--- config.mk ---
export PLATFORM = sky130hd
export DESIGN_NAME = wfrm_rate_div
export DESIGN_NICKNAME = d
export VERILOG_FILES = /design/src/design/wfrm_pkg.sv /design/src/design/wfrm_rate_div.sv
export VERILOG_INCLUDE_DIRS = /design/src /design/src/design
export SDC_FILE = /design/constraint.sdc
export NUM_CORES = 1
export LEC_CHECK = 0
export BUFFER_PORTS_ARGS = -buffer_cell sky130_fd_sc_hd__buf_4
export CORE_MARGIN = 4
export CORE_UTILIZATION = 35
export CTS_CLUSTER_DIAMETER = 100
export DETAILED_ROUTE_END_ITERATION = 8
export HOLD_SLACK_MARGIN = 0.02
export RECOVER_POWER = 50
export SKIP_LAST_GASP = 1
export SLEW_MARGIN = 15
export SYNTH_ARGS = -nofsm -noshare
export SYNTH_HDL_FRONTEND = slang
export SYNTH_SLANG_ARGS = --single-unit
--- constraint.sdc ---
create_clock -name clk -period 2.85 [get_ports clk]
set_input_delay 0.57 -clock clk [delete_from_list [all_inputs] [get_ports clk]]
set_output_delay 0.57 -clock clk [all_outputs]
set_load 0.005 [all_outputs]
--- src/design/windowed_frame_rate_meter_defines.svh ---
// Assertion macros shared by the frame rate meter modules.
// Depends on nothing; each macro expects signals named clk and arst_n in scope.
`ifndef WINDOWED_FRAME_RATE_METER_DEFINES_SVH
`define WINDOWED_FRAME_RATE_METER_DEFINES_SVH

// Same-cycle implication, checked outside reset.
`define WFRM_ASSERT_NOW(lbl, ante, cons, msg) \
	lbl: assert property (@(posedge clk) disable iff (!arst_n) (ante) |-> (cons)) \
		else $error(msg);

// Next-cycle implication, checked outside reset.
`define WFRM_ASSERT_NEXT(lbl, ante, cons, msg) \
	lbl: assert property (@(posedge clk) disable iff (!arst_n) (ante) |=> (cons)) \
		else $error(msg);

`endif

--- src/design/wfrm_pkg.sv ---
// Shared types and constants of the windowed frame rate meter.
// Depends on nothing; used by every module of the block.
package wfrm_pkg;

	localparam int DUR_W     = 24;
	localparam int TIME_W    = 40;
	localparam int RATE_W    = 20;
	localparam int CFG_W     = 24;
	localparam int CFG_IDX_W = 4;
	localparam int NUM_WINDOWS = 3;

	// Frames per second with four fraction bits: 16 * 1e6 microseconds.
	localparam logic [DUR_W-1:0]  RATE_SCALE = 24'd16000000;
	localparam logic [RATE_W-1:0] RATE_MAX   = '1;

	// Configuration register indexes.
	localparam logic [CFG_IDX_W-1:0] REG_REFRESH_INTERVAL = 4'd0;
	localparam logic [CFG_IDX_W-1:0] REG_SHORT_WINDOW     = 4'd1;
	localparam logic [CFG_IDX_W-1:0] REG_MID_WINDOW       = 4'd2;
	localparam logic [CFG_IDX_W-1:0] REG_LONG_WINDOW      = 4'd3;

	// Register reset values.
	localparam logic [CFG_W-1:0] RST_REFRESH_INTERVAL = 24'd250000;
	localparam logic [CFG_W-1:0] RST_SHORT_WINDOW     = 24'd1000000;
	localparam logic [CFG_W-1:0] RST_MID_WINDOW       = 24'd5000000;
	localparam logic [CFG_W-1:0] RST_LONG_WINDOW      = 24'd10000000;

	// Window slots.
	localparam logic [1:0] WIN_SHORT = 2'd0;
	localparam logic [1:0] WIN_MID   = 2'd1;
	localparam logic [1:0] WIN_LONG  = 2'd2;

	// One history entry as stored in the ring memory.
	typedef struct packed {
		logic [TIME_W-1:0] stamp;
		logic [DUR_W-1:0]  duration;
	} ring_entry_t;

endpackage

--- src/design/wfrm_rate_div.sv ---
// Average rate unit: count * 16e6 / sum by restoring division, one bit per cycle.
// Depends on wfrm_pkg and the assertion macros in windowed_frame_rate_meter_defines.svh.
`include "windowed_frame_rate_meter_defines.svh"

module wfrm_rate_div #(
	parameter int CNT_W = 13
) (
	input  logic                                clk,
	input  logic                                arst_n,
	input  logic                                start,
	input  logic [CNT_W-1:0]                    count,
	input  logic [wfrm_pkg::DUR_W+CNT_W-1:0]    sum,
	output logic [wfrm_pkg::RATE_W-1:0]         quotient,
	output logic                                done
);

	localparam int W      = wfrm_pkg::DUR_W + CNT_W;
	localparam int STEP_W = $clog2(W + 1);

	logic              busy_q;
	logic              done_q;
	logic [STEP_W-1:0] step_q;
	logic [W-1:0]      num_q;
	logic [W-1:0]      den_q;
	logic [W-1:0]      rem_q;
	logic [W-1:0]      quo_q;
	logic              zero_q;

	logic [W:0]        rem_shift;
	logic [W+1:0]      trial;
	logic              fits;

	// One restoring step: shift in the next numerator bit and try the subtract.
	assign rem_shift = {rem_q, num_q[W-1]};
	assign trial     = {1'b0, rem_shift} - {2'b00, den_q};
	assign fits      = !trial[W+1];

	// Control: step counter and completion pulse.
	always_ff @(posedge clk or negedge arst_n) begin
		if (!arst_n) begin
			busy_q <= 1'b0;
			done_q <= 1'b0;
			step_q <= '0;
		end else begin
			done_q <= 1'b0;
			if (start) begin
				busy_q <= 1'b1;
				step_q <= STEP_W'(W);
			end else if (busy_q) begin
				step_q <= step_q - 1'b1;
				if (step_q == STEP_W'(1)) begin
					busy_q <= 1'b0;
					done_q <= 1'b1;
				end
			end
		end
	end

	// Datapath: the numerator product is formed once when the division starts.
	always_ff @(posedge clk) begin
		if (start) begin
			num_q  <= W'(count) * W'(wfrm_pkg::RATE_SCALE);
			den_q  <= sum;
			zero_q <= (sum == '0);
			rem_q  <= '0;
			quo_q  <= '0;
		end else if (busy_q) begin
			rem_q <= fits ? trial[W-1:0] : rem_shift[W-1:0];
			quo_q <= {quo_q[W-2:0], fits};
			num_q <= {num_q[W-2:0], 1'b0};
		end
	end

	// A zero sum gives zero; a quotient past 20 bits saturates.
	always_comb begin
		if (zero_q) begin
			quotient = '0;
		end else if (|quo_q[W-1:wfrm_pkg::RATE_W]) begin
			quotient = wfrm_pkg::RATE_MAX;
		end else begin
			quotient = quo_q[wfrm_pkg::RATE_W-1:0];
		end
	end

	assign done = done_q;

	`WFRM_ASSERT_NOW(a_start_when_idle, start, !busy_q, "division started while busy")
	`WFRM_ASSERT_NEXT(a_done_single, done_q, !done_q && !busy_q, "done held longer than one cycle")
	`WFRM_ASSERT_NOW(a_zero_sum_result, done_q && zero_q, quotient == '0, "zero sum gave nonzero rate")

endmodule
==> results.txt <==
* First DRT Iteration DRCs: 458
- The worst setup path is launched from an input port.
* Power density over the cells: 947 nW/um^2
- Wire length of the first global-routing pass: 42.1 mm
* Number of max-slew violations in the final report: 74
- Most used DFF post-synth: sky130_fd_sc_hd__dfxtp_1
- Detailed routing inserted a total of 8464 vias.
* Layout Utilization: 46.3%
- Count of antenna-violating nets left after detailed routing: 0
- Counting distinct cell types in the post-synthesis netlist gives 68.
- The initial antenna violation count came to 0.
- Pre-Repair DR Iteration Count: 4
* Global routing usage summed across all routing layers: 15.3%
- R2R Path Start: num_q[36]$_DFFE_PP_
- # IOs: 74
- Layout Nets: 1539
* Core Area: 30500 um^2
- EDFF count, synth: 65
- For this run, design rule violations remaining after detail routing come to 0.
- From synthesis to final layout, the design area changed by 30.8%.
- When the netlist entered floorplanning its net count stood at 1340.
- Hold path endpoint: den_q[10]$_DFFE_PP_
* Y dimension of the die: 184 um
* TNS Setup: -25660 ps
- Entering global routing, the biggest net connects 41 pins.
- For the worst setup path, the data required time is 3040 ps.
- Setup violations remaining at the end of the flow were counted as 49.
- For the worst setup path, the data arrival time is 4910 ps.
* Number of placement rows: 64
* Min-delay worst type: in2reg
- Async S/R FF share, synth: 5.44%
- Total count of hold-check failures in the final report: 0
- Startpoint of the most critical hold path: sum[10]
* CTS tree: yes
- Based on the critical path, the design can be clocked at up to 212 MHz.
* Clock-pin slew reported for the worst setup and hold paths after clock tree synthesis: 70 ps
- Vias per cell: 4.90
- Clock root buffer: sky130_fd_sc_hd__clkbuf_16
- The floorplan step defined a die boundary enclosing 33800 um^2.
- Total inserted antenna cells: 0
- The via count of the first global-routing pass was 8823.
- The count of buffers added on input and output ports is 73.
- Number of buffers inserted during clock tree synthesis: 17
- Counting instances, the worst hold path has a depth of 1.
- Number of filler cells placed in the layout: 2841
- Synthesis produced 1119 cells.
* Netlist area before placement: 10800 um^2
- In the post-route analysis, the smallest setup slack over all paths is -1870 ps.
- Measured against its own limit, the worst slew margin works out to -7.15%.
- Final WL: 24.9 mm
* Static power due to leakage: 6.58 nW
- Max-cap violations in this run came to 2.
- Clock latency on the worst-skew pair, taken at its later pin, is 440 ps.
- CP Class: in2reg
* Unrepaired setup endpoints after global routing: yes
- Sequential share of the synthesized area: 33.6%
- The tree built by TritonCTS fans out to 147 sinks.
* FF-to-FF setup slack: -230 ps
- Fin crit share: 166%
- The endpoint identified for the worst register-to-register timing path is rem_q[9]$_SDFFE_PP0P_.
- Max VDD drop: 0.868 mV
- Maximum fanout along the worst path: 4
* Average size of a mapped cell: 9.66 um^2
* Overflow left after global routing: 0
- Flop and latch count out of synthesis: 147
* HPWL reported at the end of detailed placement: 18.1 mm
- Measured along the x axis, the die boundary spans 184 um.
- For this configuration, the core starts out at a cell density of 35.4%.
- STA classifies the critical path endpoint as a flop.
- The number of cells on the worst reg-to-reg path is 15.
* Final clock skew: 14.1 ps
- Final GP Congestion: 0.804
- The checks that failed: capacitance limit, slew limit, setup timing.
- Pin slew with the least headroom to its limit: 1610 ps
* Final routed wire length divided by cell count: 14.4 um
* H-Tree Level Count: 4
* Outcome: finished with violations
* Fraction of layout instances using a drive strength above 1: 26.5%
* Longest Clk Path Bufs: 2
- For this run, the number of Yosys warnings is 0.
* Time the worst path needs with I/O delays and setup: 4720 ps
[timing repair]
item,CTS,global route
endpoints found under the hold margin,8,0
gates cloned,6,0
resized for setup,77,45
pin swaps,63,27
hold buffers,1,0
endpoints found under the setup margin,54,55
setup buffers,16,9
[worst max-delay path, cell delays in order]
cell	delay (ps)
sky130_fd_sc_hd__buf_8	100
sky130_fd_sc_hd__buf_6	120
sky130_fd_sc_hd__ha_4	230
sky130_fd_sc_hd__fa_1	470
sky130_fd_sc_hd__ha_1	280
sky130_fd_sc_hd__inv_1	40
sky130_fd_sc_hd__fa_1	490
sky130_fd_sc_hd__inv_1	50
sky130_fd_sc_hd__fa_1	520
sky130_fd_sc_hd__ha_4	220
sky130_fd_sc_hd__nand4_1	110
sky130_fd_sc_hd__buf_4	130
sky130_fd_sc_hd__o21ai_4	50
sky130_fd_sc_hd__a31o_4	260
sky130_fd_sc_hd__a41oi_4	180
sky130_fd_sc_hd__a21oi_4	100
sky130_fd_sc_hd__or4b_1	470
sky130_fd_sc_hd__a31oi_1	170
sky130_fd_sc_hd__xnor2_1	90
sky130_fd_sc_hd__mux2_4	250
[synth_stat cells (all sizes together) (7+ instances only)]
cell type	count	area [um^2]
xor2	14	123
nand2	37	139
fa	42	841
inv	162	608
nor4	12	75.1
a31oi	11	75.1
nor2b	7	46.3
nand4	8	50.1
mux2	23	259
xnor2	42	368
nand3	11	55.1
ha	126	1580
o21ai	36	188
and3	8	50.1
mux2i	62	621
a21oi	68	352
a211oi	38	290
dfrtp	8	200
dfxtp	74	1480
nor3	13	65.1
a21o	27	205
edfxtp	65	1950
nor2	113	424
nand2b	16	100
clkbuf	30	113
buf	10	47.5
[sequential cells by signal (all words and copies together) (netlist names)]
signal,flops
den_q,37
num_q,27
rem_q,37
done,1
quo_q,37
busy_q,1
step_q,6
zero_q,1
[cell usage in the layout (no fill, tap or decap), drive strengths merged, types with 12 or more instances in the layout]
| cell type | n |
|---|---|
| clkbuf | 60 |
| dfxtp | 74 |
| a211oi | 38 |
| fa | 42 |
| nand2b | 16 |
| nor2 | 113 |
| inv | 171 |
| a21oi | 68 |
| xnor2 | 42 |
| o21ai | 36 |
| xor2 | 14 |
| ha | 126 |
| nor4 | 12 |
| edfxtp | 65 |
| nand2 | 37 |
| a21o | 27 |
| mux2 | 23 |
| nor3 | 13 |
| buf | 179 |
| mux2i | 62 |
[metrics by stage]
step                power [mW]  setup WS [ps]  std cells  cell area, um^2  hold slack, ps
floorplan                 7.54          -2190       1119            10900             274
global placement          9.45          -2370       1665            12800             395
detailed placement        9.53          -2420       1665            12800             401
CTS                       13.1          -1840       1719            13900             290
global route              14.4          -1990       1727            14100             312
finish                    13.4          -1870       1727            14100             336
[worst max path at each step]
stage | start | end | slack, ps | depth (start not counted)
after floorplan | count[3] | num_q[36]$_DFFE_PP_ | -2190 | 18
after global placement | count[3] | num_q[36]$_DFFE_PP_ | -2370 | 19
after detailed placement | count[3] | num_q[36]$_DFFE_PP_ | -2420 | 19
after CTS | count[4] | num_q[35]$_DFFE_PP_ | -1840 | 17
after global routing | count[1] | num_q[35]$_DFFE_PP_ | -1990 | 20
final | count[1] | num_q[35]$_DFFE_PP_ | -1870 | 20
[power by group]
group / switching, mW / internal [mW] / leakage (nW) / total (mW)
clock: 0.949 / 1.18 / 0.273 / 2.13
sequential: 0.253 / 2.72 / 1.35 / 2.97
combinational: 3.77 / 4.53 / 4.96 / 8.30
[area by class of cell]
cell class,count,area (um^2),share of cell area [%]
Clock inverter,12,88.8,0.628
Inverter,162,608,4.30
Clock buffer,20,458,3.24
Sequential cell,147,3630,25.7
Tap cell,396,495,3.50
Multi-Input combinational cell,770,7030,49.7
Timing Repair Buffer,220,1820,12.9
[logic make-up after synthesis]
| family | Yosys count | share of synthesized area, % |
|---|---|---|
| xor gates and xnor gates | 56 | 4.54 |
| muxes | 85 | 8.14 |
| DFF | 147 | 33.6 |
| buffers and inverters | 202 | 7.11 |
| and+or+nand+nor | 240 | 10.4 |
| AOI/OAI and AO/OA | 221 | 13.9 |
| adders and majority gates | 168 | 22.4 |
[layer usage]
layer  vias to the layer above  share of wire, %  track usage, %
met5                         -                 0               0
met4                         0               2.1            5.12
met3                        27               2.6            2.97
met2                        91                49            26.3
met1                      4075                46            19.4
li1                       4271                 -               -
Power figures use the tool's default switching activity.
